$ cat config.mk
export PLATFORM = sky130hd
export DESIGN_NAME = analytic_band_span_with_margin
export DESIGN_NICKNAME = d
export VERILOG_FILES = /design/src/abs_pkg.sv /design/src/abs_front.sv /design/src/abs_queue.sv /design/src/abs_sqrt.sv /design/src/abs_back.sv /design/src/analytic_band_span_with_margin.sv
export SDC_FILE = /design/constraint.sdc
export NUM_CORES = 2
export LEC_CHECK = 0
export BUFFER_PORTS_ARGS = -buffer_cell sky130_fd_sc_hd__buf_2
export CORE_ASPECT_RATIO = 1.75
export CORE_MARGIN = 5
export CORE_UTILIZATION = 35
export DETAILED_ROUTE_END_ITERATION = 6
export PLACE_DENSITY_LB_ADDON = 0.1
export SLEW_MARGIN = 20
export SYNTH_ARGS = -nofsm -noshare
export SYNTH_HDL_FRONTEND = slang
export SYNTH_SLANG_ARGS = --single-unit
$ cat constraint.sdc
create_clock -name clock -period 11.4 [get_ports clock]
set_clock_uncertainty 0.2 [all_clocks]
set_input_delay 1.71 -clock clock [delete_from_list [all_inputs] [get_ports clock]]
set_output_delay 1.71 -clock clock [all_outputs]
set_load 0.05 [all_outputs]
$ cat src/abs_pkg.sv
`timescale 1ns / 1ps
`default_nettype none
// ----------------------------------------------------------------------------
// abs_pkg: shared types and constants for the band span block
// Register codes, shape codes, job and span records, queue and root sizes.
// ----------------------------------------------------------------------------
package abs_pkg;

   localparam int COORD_W   = 20;
   localparam int MARGIN_W  = 17;
   localparam int SPAN_W    = 21;
   localparam int SUM_W     = COORD_W + 2;
   localparam int CSR_ADDR_W = 3;

   localparam int SQ_OUT_W   = 20;
   localparam int SQ_IN_W    = 2 * SQ_OUT_W;
   localparam int SQ_REM_W   = SQ_OUT_W + 3;
   localparam int SQ_STEP    = 2;
   localparam int SQ_STAGES  = SQ_OUT_W / SQ_STEP;

   localparam int MQ_DEPTH   = 4;
   localparam int MQ_PTR_W   = $clog2(MQ_DEPTH);
   localparam int MQ_CNT_W   = $clog2(MQ_DEPTH + 1);

   localparam int OQ_DEPTH   = 16;
   localparam int OQ_PTR_W   = $clog2(OQ_DEPTH);
   localparam int OQ_CNT_W   = $clog2(OQ_DEPTH + 1);

   typedef enum logic [CSR_ADDR_W-1:0] {
      CSR_SHAPE_KIND = 3'd0,
      CSR_BOX_LEFT   = 3'd1,
      CSR_BOX_TOP    = 3'd2,
      CSR_BOX_RIGHT  = 3'd3,
      CSR_BOX_BOTTOM = 3'd4
   } csr_index_type;

   typedef enum logic {
      SHAPE_RECT   = 1'b0,
      SHAPE_CIRCLE = 1'b1
   } shape_type;

   typedef struct packed {
      shape_type                  shape_kind;
      logic signed [COORD_W-1:0]  box_left;
      logic signed [COORD_W-1:0]  box_top;
      logic signed [COORD_W-1:0]  box_right;
      logic signed [COORD_W-1:0]  box_bottom;
   } cfg_type;

   typedef struct packed {
      logic                       axis_columns;
      logic signed [COORD_W-1:0]  band_start;
      logic signed [COORD_W-1:0]  band_end;
      logic signed [MARGIN_W-1:0] margin;
   } req_type;

   typedef struct packed {
      logic                       found;
      logic signed [COORD_W-1:0]  base_lo;
      logic signed [COORD_W-1:0]  base_hi;
   } sq_tag_type;

   typedef struct packed {
      logic [SQ_OUT_W-1:0]        op_a;
      logic [SQ_OUT_W-1:0]        op_b;
      sq_tag_type                 tag;
   } job_type;

   typedef struct packed {
      logic                       found;
      logic signed [SPAN_W-1:0]   span_lo;
      logic signed [SPAN_W-1:0]   span_hi;
   } span_type;

endpackage
`default_nettype wire

$ cat src/abs_front.sv
`timescale 1ns / 1ps
`default_nettype none
// ----------------------------------------------------------------------------
// abs_front: request classifier
// Picks the across and along pairs, finds the band gap and the found flag,
// and reduces the request to two root operands and two along bases.
// ----------------------------------------------------------------------------
module abs_front (
   input  abs_pkg::cfg_type cfg,
   input  abs_pkg::req_type req,
   output abs_pkg::job_type job
);
   import abs_pkg::*;

   logic signed [COORD_W-1:0]  near_c, far_c, amin_c, amax_c;
   logic [COORD_W-1:0]         gap_c;
   logic                       margin_pos_c;
   logic                       rect_found_c;
   logic signed [COORD_W:0]    w_c, h_c, mn_c, sum_x_c, sum_y_c, radius_c;
   logic signed [COORD_W-1:0]  half_c, cx_c, cy_c, calong_c, cacross_c;
   logic [COORD_W-1:0]         dist_c;
   logic                       circ_found_c;

   always_comb begin
      near_c = req.axis_columns ? cfg.box_left  : cfg.box_top;
      far_c  = req.axis_columns ? cfg.box_right : cfg.box_bottom;
      amin_c = req.axis_columns ? cfg.box_top    : cfg.box_left;
      amax_c = req.axis_columns ? cfg.box_bottom : cfg.box_right;

      if (req.band_end < near_c) begin
         gap_c = COORD_W'((COORD_W+1)'(near_c) - (COORD_W+1)'(req.band_end));
      end else if (req.band_start > far_c) begin
         gap_c = COORD_W'((COORD_W+1)'(req.band_start) - (COORD_W+1)'(far_c));
      end else begin
         gap_c = '0;
      end

      margin_pos_c = !req.margin[MARGIN_W-1] && (req.margin != '0);
      if (margin_pos_c) begin
         rect_found_c = gap_c < COORD_W'(req.margin[MARGIN_W-2:0]);
      end else begin
         rect_found_c = (req.band_end > near_c) && (req.band_start < far_c);
      end

      w_c      = (COORD_W+1)'(cfg.box_right)  - (COORD_W+1)'(cfg.box_left);
      h_c      = (COORD_W+1)'(cfg.box_bottom) - (COORD_W+1)'(cfg.box_top);
      mn_c     = (w_c < h_c) ? w_c : h_c;
      half_c   = mn_c[COORD_W:1];
      radius_c = (COORD_W+1)'(half_c) + (COORD_W+1)'(req.margin);
      sum_x_c  = (COORD_W+1)'(cfg.box_left) + (COORD_W+1)'(cfg.box_right);
      sum_y_c  = (COORD_W+1)'(cfg.box_top)  + (COORD_W+1)'(cfg.box_bottom);
      cx_c     = sum_x_c[COORD_W:1];
      cy_c     = sum_y_c[COORD_W:1];
      calong_c  = req.axis_columns ? cy_c : cx_c;
      cacross_c = req.axis_columns ? cx_c : cy_c;

      if (req.band_end < cacross_c) begin
         dist_c = COORD_W'((COORD_W+1)'(cacross_c) - (COORD_W+1)'(req.band_end));
      end else if (req.band_start > cacross_c) begin
         dist_c = COORD_W'((COORD_W+1)'(req.band_start) - (COORD_W+1)'(cacross_c));
      end else begin
         dist_c = '0;
      end
      circ_found_c = $signed({2'b00, dist_c}) < (COORD_W+2)'(radius_c);

      job = '0;
      unique case (cfg.shape_kind)
         SHAPE_RECT: begin
            job.tag.found   = rect_found_c;
            job.tag.base_lo = amin_c;
            job.tag.base_hi = amax_c;
            if (margin_pos_c && rect_found_c) begin
               job.op_a = SQ_OUT_W'(req.margin[MARGIN_W-2:0]);
               job.op_b = SQ_OUT_W'(gap_c);
            end
         end
         SHAPE_CIRCLE: begin
            job.tag.found   = circ_found_c;
            job.tag.base_lo = calong_c;
            job.tag.base_hi = calong_c;
            if (circ_found_c) begin
               job.op_a = radius_c[SQ_OUT_W-1:0];
               job.op_b = SQ_OUT_W'(dist_c);
            end
         end
         default: job = '0;
      endcase
   end

endmodule
`default_nettype wire

$ cat src/abs_queue.sv
`timescale 1ns / 1ps
`default_nettype none
// ----------------------------------------------------------------------------
// abs_queue: job queue between classifier and span unit
// Small register queue; lets the request side and the span unit stall apart.
// ----------------------------------------------------------------------------
module abs_queue (
   input  logic             clock,
   input  logic             reset,
   input  logic             push,
   input  abs_pkg::job_type push_job,
   output logic             full,
   input  logic             pop,
   output abs_pkg::job_type head,
   output logic             empty
);
   import abs_pkg::*;

   job_type               mem_ff [MQ_DEPTH];
   logic [MQ_PTR_W-1:0]   wr_ptr_ff, wr_ptr_in;
   logic [MQ_PTR_W-1:0]   rd_ptr_ff, rd_ptr_in;
   logic [MQ_CNT_W-1:0]   count_ff, count_in;
   logic                  do_push, do_pop;

   assign full    = count_ff == MQ_CNT_W'(MQ_DEPTH);
   assign empty   = count_ff == '0;
   assign do_push = push && !full;
   assign do_pop  = pop && !empty;
   assign head    = mem_ff[rd_ptr_ff];

   always_comb begin
      wr_ptr_in = do_push ? wr_ptr_ff + 1'b1 : wr_ptr_ff;
      rd_ptr_in = do_pop  ? rd_ptr_ff + 1'b1 : rd_ptr_ff;
      count_in  = count_ff + MQ_CNT_W'(do_push) - MQ_CNT_W'(do_pop);
   end

   always_ff @(posedge clock) begin
      if (reset) begin
         wr_ptr_ff <= '0;
         rd_ptr_ff <= '0;
         count_ff  <= '0;
      end else begin
         wr_ptr_ff <= wr_ptr_in;
         rd_ptr_ff <= rd_ptr_in;
         count_ff  <= count_in;
      end
   end

   always_ff @(posedge clock) begin
      if (do_push) begin
         mem_ff[wr_ptr_ff] <= push_job;
      end
   end

endmodule
`default_nettype wire

$ cat src/abs_sqrt.sv
`timescale 1ns / 1ps
`default_nettype none
// ----------------------------------------------------------------------------
// abs_sqrt: pipelined floor square root
// Digit-by-digit root, a fixed number of root bits per stage, no stall.
// ----------------------------------------------------------------------------
module abs_sqrt (
   input  logic                         clock,
   input  logic                         reset,
   input  logic                         in_valid,
   input  logic [abs_pkg::SQ_IN_W-1:0]  in_value,
   input  abs_pkg::sq_tag_type          in_tag,
   output logic                         out_valid,
   output logic [abs_pkg::SQ_OUT_W-1:0] out_root,
   output abs_pkg::sq_tag_type          out_tag
);
   import abs_pkg::*;

   typedef struct packed {
      logic                 valid;
      logic [SQ_REM_W-1:0]  rem;
      logic [SQ_OUT_W-1:0]  root;
      logic [SQ_IN_W-1:0]   rad;
      sq_tag_type           tag;
   } stage_type;

   stage_type stage_ff [SQ_STAGES];
   stage_type first_c;

   function automatic stage_type sq_step(input stage_type st);
      stage_type           res;
      logic [SQ_REM_W-1:0] cur;
      logic [SQ_REM_W-1:0] trial;
      res = st;
      for (int k = 0; k < SQ_STEP; k++) begin
         cur   = {res.rem[SQ_REM_W-3:0], res.rad[SQ_IN_W-1 -: 2]};
         trial = SQ_REM_W'({res.root, 2'b01});
         res.rad = {res.rad[SQ_IN_W-3:0], 2'b00};
         if (cur >= trial) begin
            res.rem  = cur - trial;
            res.root = {res.root[SQ_OUT_W-2:0], 1'b1};
         end else begin
            res.rem  = cur;
            res.root = {res.root[SQ_OUT_W-2:0], 1'b0};
         end
      end
      return res;
   endfunction

   always_comb begin
      first_c.valid = in_valid;
      first_c.rem   = '0;
      first_c.root  = '0;
      first_c.rad   = in_value;
      first_c.tag   = in_tag;
   end

   always_ff @(posedge clock) begin
      if (reset) begin
         for (int s = 0; s < SQ_STAGES; s++) begin
            stage_ff[s] <= '0;
         end
      end else begin
         stage_ff[0] <= sq_step(first_c);
         for (int s = 1; s < SQ_STAGES; s++) begin
            stage_ff[s] <= sq_step(stage_ff[s-1]);
         end
      end
   end

   assign out_valid = stage_ff[SQ_STAGES-1].valid;
   assign out_root  = stage_ff[SQ_STAGES-1].root;
   assign out_tag   = stage_ff[SQ_STAGES-1].tag;

endmodule
`default_nettype wire

$ cat src/abs_back.sv
`timescale 1ns / 1ps
`default_nettype none
// ----------------------------------------------------------------------------
// abs_back: span unit
// Squares, difference, square root, span add with saturation, result queue.
// Issue is credit based so the pipeline never stalls.
// ----------------------------------------------------------------------------
module abs_back (
   input  logic                  clock,
   input  logic                  reset,
   input  logic                  job_empty,
   input  abs_pkg::job_type      job,
   output logic                  job_pop,
   output logic                  rsp_empty,
   input  logic                  rsp_pop,
   output abs_pkg::span_type     rsp_span
);
   import abs_pkg::*;

   logic [OQ_CNT_W-1:0]   credits_ff, credits_in;
   logic                  issue, rsp_take;

   logic                  s1_valid_ff;
   logic [SQ_IN_W-1:0]    s1_sq_a_ff, s1_sq_b_ff;
   sq_tag_type            s1_tag_ff;
   logic                  s2_valid_ff;
   logic [SQ_IN_W-1:0]    s2_diff_ff;
   sq_tag_type            s2_tag_ff;

   logic                  sq_valid;
   logic [SQ_OUT_W-1:0]   sq_root;
   sq_tag_type            sq_tag;
   span_type              span_c;

   span_type              oq_ff [OQ_DEPTH];
   logic [OQ_PTR_W-1:0]   oq_wr_ff, oq_wr_in, oq_rd_ff, oq_rd_in;
   logic [OQ_CNT_W-1:0]   oq_cnt_ff, oq_cnt_in;

   function automatic logic signed [SPAN_W-1:0] sat_span(input logic signed [SUM_W-1:0] v);
      logic signed [SPAN_W-1:0] res;
      if (v[SUM_W-1] != v[SUM_W-2] || v[SUM_W-2] != v[SPAN_W-1]) begin
         res = v[SUM_W-1] ? {1'b1, {(SPAN_W-1){1'b0}}} : {1'b0, {(SPAN_W-1){1'b1}}};
      end else begin
         res = v[SPAN_W-1:0];
      end
      return res;
   endfunction

   assign rsp_take  = rsp_pop && !rsp_empty;
   assign issue     = !job_empty && (credits_ff != '0);
   assign job_pop   = issue;
   assign rsp_empty = oq_cnt_ff == '0;
   assign rsp_span  = oq_ff[oq_rd_ff];

   always_comb begin
      credits_in = credits_ff + OQ_CNT_W'(rsp_take) - OQ_CNT_W'(issue);
   end

   always_ff @(posedge clock) begin
      if (reset) begin
         credits_ff  <= OQ_CNT_W'(OQ_DEPTH);
         s1_valid_ff <= 1'b0;
         s2_valid_ff <= 1'b0;
      end else begin
         credits_ff  <= credits_in;
         s1_valid_ff <= issue;
         s2_valid_ff <= s1_valid_ff;
      end
   end

   always_ff @(posedge clock) begin
      s1_sq_a_ff <= job.op_a * job.op_a;
      s1_sq_b_ff <= job.op_b * job.op_b;
      s1_tag_ff  <= job.tag;
      s2_diff_ff <= s1_sq_a_ff - s1_sq_b_ff;
      s2_tag_ff  <= s1_tag_ff;
   end

   abs_sqrt u_sqrt (
      .clock     (clock),
      .reset     (reset),
      .in_valid  (s2_valid_ff),
      .in_value  (s2_diff_ff),
      .in_tag    (s2_tag_ff),
      .out_valid (sq_valid),
      .out_root  (sq_root),
      .out_tag   (sq_tag)
   );

   always_comb begin
      span_c = '0;
      if (sq_tag.found) begin
         span_c.found   = 1'b1;
         span_c.span_lo = sat_span(SUM_W'(sq_tag.base_lo) - $signed(SUM_W'(sq_root)));
         span_c.span_hi = sat_span(SUM_W'(sq_tag.base_hi) + $signed(SUM_W'(sq_root)));
      end
   end

   always_comb begin
      oq_wr_in  = sq_valid ? oq_wr_ff + 1'b1 : oq_wr_ff;
      oq_rd_in  = rsp_take ? oq_rd_ff + 1'b1 : oq_rd_ff;
      oq_cnt_in = oq_cnt_ff + OQ_CNT_W'(sq_valid) - OQ_CNT_W'(rsp_take);
   end

   always_ff @(posedge clock) begin
      if (reset) begin
         oq_wr_ff  <= '0;
         oq_rd_ff  <= '0;
         oq_cnt_ff <= '0;
      end else begin
         oq_wr_ff  <= oq_wr_in;
         oq_rd_ff  <= oq_rd_in;
         oq_cnt_ff <= oq_cnt_in;
      end
   end

   always_ff @(posedge clock) begin
      if (sq_valid) begin
         oq_ff[oq_wr_ff] <= span_c;
      end
   end

endmodule
`default_nettype wire

$ cat src/analytic_band_span_with_margin.sv
`timescale 1ns / 1ps
`default_nettype none
// ----------------------------------------------------------------------------
// analytic_band_span_with_margin: band span of one exclusion shape
// Answers a band query with the along-axis span that the configured rectangle
// or circle blocks, grown by a standoff margin.
// ----------------------------------------------------------------------------
// One request is taken every cycle while the job queue is not full, and
// one result leaves per request, in order. A request is classified as it
// is pushed and enters a four-entry job queue; the span unit squares the
// operands, takes the difference and runs a ten-stage square root (two root
// bits per stage), then adds and saturates the span into a sixteen-entry
// result queue. Write the shape registers only while no request is in
// flight.
// ----------------------------------------------------------------------------
module analytic_band_span_with_margin (
   input  logic                                clock,
   input  logic                                reset,
   input  logic                                req_push,
   output logic                                req_full,
   input  logic                                req_axis_columns,
   input  logic signed [abs_pkg::COORD_W-1:0]  req_band_start,
   input  logic signed [abs_pkg::COORD_W-1:0]  req_band_end,
   input  logic signed [abs_pkg::MARGIN_W-1:0] req_margin,
   output logic                                rsp_empty,
   input  logic                                rsp_pop,
   output logic                                rsp_span_found,
   output logic signed [abs_pkg::SPAN_W-1:0]   rsp_span_start,
   output logic signed [abs_pkg::SPAN_W-1:0]   rsp_span_end,
   input  logic                                csr_wr_en,
   input  logic [abs_pkg::CSR_ADDR_W-1:0]      csr_addr,
   input  logic [abs_pkg::COORD_W-1:0]         csr_wdata
);
   import abs_pkg::*;

   cfg_type   cfg_ff, cfg_in;
   req_type   req_c;
   job_type   front_job, head_job;
   logic      q_empty, q_pop;
   span_type  span;

   always_comb begin
      cfg_in = cfg_ff;
      if (csr_wr_en) begin
         unique case (csr_index_type'(csr_addr))
            CSR_SHAPE_KIND: cfg_in.shape_kind = shape_type'(csr_wdata[0]);
            CSR_BOX_LEFT:   cfg_in.box_left   = csr_wdata;
            CSR_BOX_TOP:    cfg_in.box_top    = csr_wdata;
            CSR_BOX_RIGHT:  cfg_in.box_right  = csr_wdata;
            CSR_BOX_BOTTOM: cfg_in.box_bottom = csr_wdata;
            default:        cfg_in = cfg_ff;
         endcase
      end
   end

   always_ff @(posedge clock) begin
      if (reset) begin
         cfg_ff <= '0;
      end else begin
         cfg_ff <= cfg_in;
      end
   end

   always_comb begin
      req_c.axis_columns = req_axis_columns;
      req_c.band_start   = req_band_start;
      req_c.band_end     = req_band_end;
      req_c.margin       = req_margin;
   end

   abs_front u_front (
      .cfg (cfg_ff),
      .req (req_c),
      .job (front_job)
   );

   abs_queue u_queue (
      .clock    (clock),
      .reset    (reset),
      .push     (req_push),
      .push_job (front_job),
      .full     (req_full),
      .pop      (q_pop),
      .head     (head_job),
      .empty    (q_empty)
   );

   abs_back u_back (
      .clock     (clock),
      .reset     (reset),
      .job_empty (q_empty),
      .job       (head_job),
      .job_pop   (q_pop),
      .rsp_empty (rsp_empty),
      .rsp_pop   (rsp_pop),
      .rsp_span  (span)
   );

   assign rsp_span_found = span.found;
   assign rsp_span_start = span.span_lo;
   assign rsp_span_end   = span.span_hi;

endmodule
`default_nettype wire

==> impl_metrics.json <==
{
  "synth_cells": 11362,
  "start_util_pct": 35.1,
  "dp_hpwl_um": 275000,
  "io-pin-count": 131,
  "cts_hold_buf": 0,
  "synth_seq_cells": 2214,
  "drive_above_1_share_pct": 9.51,
  "synthFlopType": "dfxtp_1",
  "worstPathArrival_ns": 10.79,
  "final_cell_mix": "inv_1, dfxtp_1, edfxtp_1",
  "path_max_fanout": 21,
  "hold_slack_ns": 0.127,
  "clkSinkCount": 2214,
  "yosys-top-cells-area": "edfxtp_1, dfxtp_1, fa_1",
  "postCtsSetupRepairBufs": 0,
  "endpoint_kind": "flop",
  "fin_setup_tns_ns": 0,
  "drtPass1Iterations": 5,
  "worst-setup-path-type": "flop to flop",
  "core_area_um2": 353000,
  "drt_iter0_drc": 4229,
  "antenna_left": 0,
  "hp-class": "flop to flop",
  "cts_buffers": 217,
  "placed_area_um2": 130000,
  "post_drt_wl_per_cell_um": 22.4,
  "period_minus_slack_ns": 10.34,
  "grt_first_pass_wirelength_um": 549000,
  "place.gp.congestion": 0.916,
  "yosysSeqAreaShare_pct": 44.0,
  "antenna_found_initial": 7,
  "postCtsResizedCells": 0,
  "synth_top_family_by_area": "adder cells",
  "clockBufferDepth": 4,
  "rsz0062_at_grt": "no",
  "row_count": 289,
  "dp_cells": 15916,
  "fmax_ghz": 0.0967,
  "final_common_cell": "inv_1",
  "synthXorXnorAreaFrac_pct": 3.83,
  "vias": 83288,
  "synth_mux_area_share_pct": 6.76,
  "stdcell_area_um2": 138000,
  "route.detailed.drc": 0,
  "yosysTopAreaCell": "edfxtp_1",
  "clkTransAtPathRegs_ns": 0.07,
  "cts_root_buffer": "clkbuf_16",
  "yosys.area_share.simple_pct": 12.9,
  "ys_async_sr_fraction_pct": 0,
  "final_nets": 12997,
  "maxCapViolCount": 0,
  "fp.dieH_um": 797,
  "final_hold_viol_count": 0,
  "grt_overflow_total": 0,
  "synth_edf_count": 1012,
  "syn_area_per_cell_um2": 10.9,
  "groute.usage.overall_pct": 19.6,
  "clkLatencyLatePin_ns": 0.96,
  "setup_viol": 0,
  "port_buffers": 130,
  "cts_tree": "done",
  "dieArea_um2": 366000,
  "yosysWarnings": 0,
  "die_x_um": 460,
  "post_drt_via_cell_ratio": 5.10,
  "required_ns": 11.85,
  "syn-cell-area_um2": 124000,
  "synth_top_area_share_pct": 24.5,
  "status": "completed",
  "max_stage_delay_ns": 0.49,
  "fin_cells": 16322,
  "synth_compound_area_share_pct": 9.75,
  "syn2layout_area_growth_pct": 11.0,
  "finalWirelength_um": 365000,
  "start_kind": "flop",
  "grt_pass1_vias": 88940,
  "slew_headroom_pct": 22.4,
  "ys_types": 102,
  "worst_pin_slew_ns": 1.16,
  "layout_worst_path_cycle_share_pct": 90.7,
  "grt_max_degree": 186,
  "synth_fa_ha_area_share_pct": 17.9,
  "htreeDepth": 4,
  "final_max_slew_viol_count": 0,
  "crit_slowest_cell": "dfxtp_1"
}
[cell type report]
| class | count | area, µm² |
|---|---|---|
| tap | 4656 | 5830 |
| clock inverter | 123 | 1390 |
| fill | 34205 | 216000 |
| antenna | 4 | 10.0 |
| timing repair buffer | 290 | 1970 |
| clock buffer | 274 | 5850 |
| inverter | 1215 | 4570 |
| sequential | 2214 | 54500 |
| multi-input combinational | 7546 | 63500 |
[per-layer routing]
| layer | routed length [µm] | GRT usage (%) |
|---|---|---|
| met2 | 202000 | 39.0 |
| met3 | 9680 | 1.75 |
| met1 | 130000 | 19.9 |
| met5 | 0 | 0 |
| met4 | 23500 | 10.6 |
[critical path, delay by kind of cell (launching register included)]
kind / cells / cell delay [ns]
AO/OA/AOI/OAI: 23 / 5.64
XOR/XNOR: 2 / 0.41
adder cells (fa/ha/maj): 4 / 1.08
buffers and inverters: 8 / 1.23
flip-flops: 1 / 0.49
multiplexers: 1 / 0.20
AND/OR/NAND/NOR: 5 / 0.80
[synth_stat cells (all sizes together) (316+ instances only)]
master / instances
nor2b: 703
fa: 575
a21oi: 600
o21ai: 335
clkbuf: 316
edfxtp: 1012
nand2: 748
ha: 852
inv: 1204
dfxtp: 1202
nor2: 889
xnor2: 376
[flip-flops by register name, summed over array words and instances, names as in the netlist, 2 cells and up, named ones only]
register / flops
u_back.u_sqrt.stage_ff: 888
u_back.oq_ff: 688
u_queue.mem_ff: 324
cfg_ff: 81
u_back.s1_tag_ff: 41
u_back.s2_tag_ff: 41
u_back.s2_diff_ff: 40
u_back.s1_sq_a_ff: 39
u_back.s1_sq_b_ff: 39
u_back.credits_ff: 5
u_back.oq_cnt_ff: 5
u_back.oq_rd_ff: 4
u_back.oq_wr_ff: 4
u_queue.count_ff: 3
u_queue.rd_ptr_ff: 2
u_queue.wr_ptr_ff: 2
[path summary, 6_finish.rpt]
| check | start | end | depth (start not counted) | slack (ns) |
|---|---|---|---|---|
| max | cfg_ff[41] | u_queue.mem_ff[3][61] | 43 | 1.06 |
| min | u_back.s1_tag_ff[30] | u_back.s2_tag_ff[30] | 0 | 0.13 |
| max reg2reg | cfg_ff[41] | u_queue.mem_ff[3][61] | 43 | 1.06 |
| min reg2reg | u_back.s1_tag_ff[30] | u_back.s2_tag_ff[30] | 0 | 0.13 |
[metrics by stage]
stage               setup WS [ns]  utilization, %
finish                       1.06            38.9
detailed placement           1.22            36.9
floorplan                    2.28               -
global placement             1.16            36.9
CTS                          1.08            38.9
global route                0.257            38.9
[cell families after synthesis]
group,Yosys count
AOI/OAI and AO/OA,1871
xor gates and xnor gates,541
adders and majority gates,1427
buffers and inverters,1604
DFF,2214
muxes,480
other,1
and+or+nand+nor,3224
Power is left out: the tool's default activity adds up to more than one toggle a clock period on the data nets, which glitch-free logic cannot reach.
